$ cat src/sv/ctm_pkg.sv
// Shared types, codes and sizes for the time coincidence merge table.
// Used by every module of the block; depends on nothing else.
`timescale 1ns / 1ps

package ctm_pkg;

  localparam int MAX_ENTRIES = 64;
  localparam int IDX_W       = (MAX_ENTRIES > 1) ? $clog2(MAX_ENTRIES) : 1;
  localparam int CNT_W       = $clog2(MAX_ENTRIES + 1);
  localparam int CMP_W       = ((CNT_W > 6) ? CNT_W : 6) + 1;

  typedef enum logic [1:0] {
    CMD_ADD   = 2'd0,
    CMD_READ  = 2'd1,
    CMD_CLEAR = 2'd2,
    CMD_NONE  = 2'd3
  } cmd_e;

  typedef enum logic [2:0] {
    ST_MERGED  = 3'd0,
    ST_NEW_CAP = 3'd1,
    ST_NEW_ELE = 3'd2,
    ST_IGNORED = 3'd3,
    ST_FULL    = 3'd4,
    ST_READ    = 3'd5,
    ST_CLEARED = 3'd6
  } status_e;

  typedef enum logic [1:0] {
    S_IDLE,
    S_SCAN,
    S_RDWAIT,
    S_EMIT
  } state_e;

  localparam logic [2:0] CFG_WINDOW   = 3'd0;
  localparam logic [2:0] CFG_CAPTURE  = 3'd1;
  localparam logic [2:0] CFG_DECAY    = 3'd2;
  localparam logic [2:0] CFG_GAMMA    = 3'd3;
  localparam logic [2:0] CFG_ELECTRON = 3'd4;

  localparam logic KIND_CAPTURE  = 1'b0;
  localparam logic KIND_ELECTRON = 1'b1;

  typedef struct packed {
    logic [1:0]         command;
    logic [7:0]         interaction_code;
    logic signed [15:0] particle_code;
    logic [39:0]        hit_time;
    logic [23:0]        hit_energy;
    logic signed [15:0] pos_x;
    logic signed [15:0] pos_y;
    logic signed [15:0] pos_z;
    logic [5:0]         read_index;
  } in_item_t;

  typedef struct packed {
    logic [2:0]         status;
    logic [5:0]         entry_slot;
    logic [6:0]         match_count;
    logic               entry_kind;
    logic [39:0]        entry_time;
    logic [23:0]        entry_energy;
    logic signed [15:0] entry_x;
    logic signed [15:0] entry_y;
    logic signed [15:0] entry_z;
    logic [6:0]         entry_total;
  } out_item_t;

  typedef struct packed {
    logic        kind;
    logic [39:0] ent_time;
    logic [23:0] energy;
    logic [15:0] x;
    logic [15:0] y;
    logic [15:0] z;
  } ctm_entry_t;

  typedef struct packed {
    logic             ren;
    logic [IDX_W-1:0] raddr;
    logic             wen;
    logic [IDX_W-1:0] waddr;
    ctm_entry_t       wdata;
  } ctm_mem_req_t;

endpackage

$ cat src/sv/ctm_match.sv
// Shared compare unit: time distance against the window, saturating energy sum.
// Depends on ctm_pkg for the entry record.
`timescale 1ns / 1ps

module ctm_match import ctm_pkg::*; (
  input  logic [39:0] hit_time_i,
  input  logic [23:0] hit_energy_i,
  input  logic [15:0] window_i,
  input  ctm_entry_t  entry_i,
  output logic        hit_o,
  output logic [23:0] energy_sum_o
);

  logic [40:0] diff;
  logic [39:0] gap;
  logic [24:0] sum;

  assign diff = {1'b0, hit_time_i} - {1'b0, entry_i.ent_time};
  // negative difference: take the magnitude
  assign gap = diff[40] ? (~diff[39:0] + 40'd1) : diff[39:0];
  assign hit_o = gap < {24'd0, window_i};

  assign sum = {1'b0, entry_i.energy} + {1'b0, hit_energy_i};
  assign energy_sum_o = sum[24] ? 24'hFFFFFF : sum[23:0];

endmodule

$ cat config.mk
export PLATFORM = sky130hd
export DESIGN_NAME = ctm_match
export DESIGN_NICKNAME = d
export VERILOG_FILES = /design/src/sv/ctm_pkg.sv /design/src/sv/ctm_match.sv
export SDC_FILE = /design/constraint.sdc
export NUM_CORES = 1
export LEC_CHECK = 0
export ABC_AREA = 1
export BUFFER_PORTS_ARGS = -buffer_cell sky130_fd_sc_hd__clkbuf_2
export CAP_MARGIN = 10
export CORE_ASPECT_RATIO = 0.8
export CORE_MARGIN = 4
export CORE_UTILIZATION = 49
export DETAILED_ROUTE_END_ITERATION = 12
export GPL_ROUTABILITY_DRIVEN = 0
export GPL_TIMING_DRIVEN = 0
export PLACE_DENSITY = 0.81
export SLEW_MARGIN = 20
export SYNTH_ARGS = -nofsm -noshare
export SYNTH_HDL_FRONTEND = slang
export SYNTH_SLANG_ARGS = --single-unit
export TNS_END_PERCENT = 50
$ cat constraint.sdc
create_clock -name vclk -period 5.65
set_clock_uncertainty 0.05 [all_clocks]
set_input_delay 1.13 -clock vclk [all_inputs]
set_output_delay 1.13 -clock vclk [all_outputs]
set_load 0.02 [all_outputs]
==> flow_metrics.env <==
export IMPL_syn_area_um2=6470
export IMPL_synthTopCellsByCount="516 x nand2_1, 274 x inv_1, 107 x nor2_1, 92 x nand3_1, 80 x ha_1"
export IMPL_fmax_mhz=168
export IMPL_worst_path_buf_inv=8
export IMPL_critPathKind="in2out"
export IMPL_clkPwrFrac=0
export IMPL_status="complete, but fails checks"
export IMPL_wl_per_cell_um=12.4
export IMPL_crit_required_ns=4.47
export IMPL_critPathMaxStageDelay_ns=0.33
export IMPL_first_pass_iters=6
export IMPL_setup_viol=1
export IMPL_start_util=0.501
export IMPL_p_int_uw=415
export IMPL_pwr_share_comb=1.000
export IMPL_cpMostUsedCell="nand2_1"
export IMPL_design_area_um2=8190
export IMPL_design_seq_count=0
export IMPL_die_w_um=136
export IMPL_clock_buffers=0
export IMPL_grt_pass1_vias=7655
export IMPL_cp_end_kind="output pin"
export IMPL_timing_final_ws_setup_ns=-0.299
export IMPL_placed_area_um2=7570
export IMPL_grt_total_usage=0.259
export IMPL_switchingPower_uw=680
export IMPL_finalMaxSlewViolations=0
export IMPL_powerDensity_nw_per_um2=134
export IMPL_final_nets=1785
export IMPL_avgSynthCellArea_um2=4.92
export IMPL_antenna_found_initial=0
export IMPL_cp_top_family="simple AND/OR/NAND/NOR gates"
export IMPL_ant_nets=0
export IMPL_worst_pin_slew_ns=0.522
export IMPL_hpwl_um=17700
export IMPL_first_iter_violations=774
export IMPL_hold_ws_ns=2.64
export IMPL_worst_path_max_delay_cell="ha_1"
export IMPL_grt_max_degree=11
export IMPL_drive_gt1_frac=0.218
export IMPL_vias=8603
export IMPL_die_area_um2=15100
export IMPL_synth_fp_nets=1591
export IMPL_grt_overflow=0
export IMPL_finalCriticalPeriod_ns=5.95
export IMPL_maxCapViolations=0
export IMPL_die_h_um=111
export IMPL_finalCritPeriodShare=1.05
export IMPL_hold_class="in2out"
export IMPL_yosysUniqueCellTypes=40
export IMPL_cts_hold_fix_buffers=0
export IMPL_ys_top_cells_by_area="nand2_1 30%, inv_1 16%, ha_1 15%"
export IMPL_synth_warnings=0
export IMPL_post_synth_top_area_cell="nand2_1"
export IMPL_post_drt_via_cell_ratio=5.11
export IMPL_numPortBuffers=169
export IMPL_p_leak_nw=5.13
export IMPL_hold_viol_final=0
export IMPL_crit_start="entry_i[95]"
export IMPL_irDropWorstVdd_mv=0.0949
export IMPL_hp_start="entry_i[48]"
export IMPL_placeableCoreArea_um2=12900
export IMPL_grt_pass1_wl_um=33600
export IMPL_pin_count=218
export IMPL_slew_headroom=0.649
export IMPL_seq_power_share=0
export IMPL_cp_data_arrival_time_ns=4.77
export IMPL_antenna_cells=0
export IMPL_drcViolationCount=0
export IMPL_postSynthCellCount=1316
export IMPL_fp_row_count=37
export IMPL_switching_share=0.621
export IMPL_ys_seq_area_frac=0
export IMPL_areaGrowthSynthToFinish_pct=26.5
export IMPL_synth_top_area_share=0.299
export IMPL_yosys_cell_count_top_type="nand2_1"
export IMPL_routed_wl_um=20900
export IMPL_rsz0062_at_grt="yes"
export IMPL_worstPathMaxFanout=8
export IMPL_startpoint_type="input pin"
export IMPL_violations="setup timing"
export IMPL_layout_area_seq_um2=0
-- logic make-up after synthesis --
family | after synthesis | synth area share
AO/OA/AOI/OAI | 112 | 0.0974
AND/OR/NAND/NOR | 806 | 0.529
buffers and inverters | 284 | 0.168
XOR/XNOR | 32 | 0.0445
adder cells (fa/ha/maj) | 82 | 0.161
-- tightest hold or removal path, stage by stage --
cell and delay [ns]:
clkbuf_2 0.08, ha_1 0.11, inv_1 0.03, nand2_1 0.05, clkbuf_2 0.16
-- worst paths after layout --
check	slack, ns	endpoint	cells after the start
max	-0.30	hit_o	31
min	2.64	energy_sum_o[0]	5
-- power by group through the flow --
stage	clock network (mW)	logic, mW	registers [mW]
final	0	1.10	0
after global routing	0	1.22	0
after CTS	0	1.00	0
after detailed placement	0	0.957	0
after global placement	0	0.937	0
after floorplan	0	0.705	0
-- metrics by stage --
| stage | power [mW] | setup WS (ns) | std cells | util | setup TNS, ns |
|---|---|---|---|---|---|
| floorplan | 0.705 | 0.00791 | 1316 | - | 0 |
| global placement | 0.937 | -0.753 | 1660 | 0.586 | -0.753 |
| detailed placement | 0.957 | -0.827 | 1660 | 0.586 | -0.827 |
| CTS | 1.00 | -0.374 | 1677 | 0.608 | -0.374 |
| global route | 1.22 | -0.554 | 1683 | 0.634 | -0.554 |
| finish | 1.10 | -0.299 | 1683 | 0.634 | -0.299 |
-- cell usage in the layout, fill, tap and decap left out, types with 8 or more instances in the layout --
cell,n
nor2_2,15
xnor2_1,10
a21oi_1,56
nand4_1,21
clkbuf_2,167
inv_1,269
buf_4,23
ha_1,59
ha_4,14
nand2_1,497
nor2_1,100
nand2_2,32
nand3_1,89
or2_2,9
a21oi_2,8
o21ai_0,12
xor2_1,19
-- final cells by class --
| class | count | area [um^2] |
|---|---|---|
| multi-input combinational | 1032 | 5820 |
| inverter | 277 | 1040 |
| fill | 1287 | 4730 |
| buffer | 7 | 66.3 |
| timing repair buffer | 192 | 1040 |
| tap | 175 | 219 |
-- routing by layer --
metal	routed length (um)	global-route usage	vias up
met2	9250	0.433	406
li1	-	-	4454
met1	9220	0.370	3709
met5	0	0	-
met4	370	0.0322	0
met3	2070	0.0209	34
-- repair_timing --
| item | CTS | global route |
|---|---|---|
| resized for setup | 37 | 67 |
| pin swaps | 18 | 28 |
| setup buffers | 17 | 6 |
| setup endpoints to repair | 1 | 1 |
(Power assumes the default switching activity.)
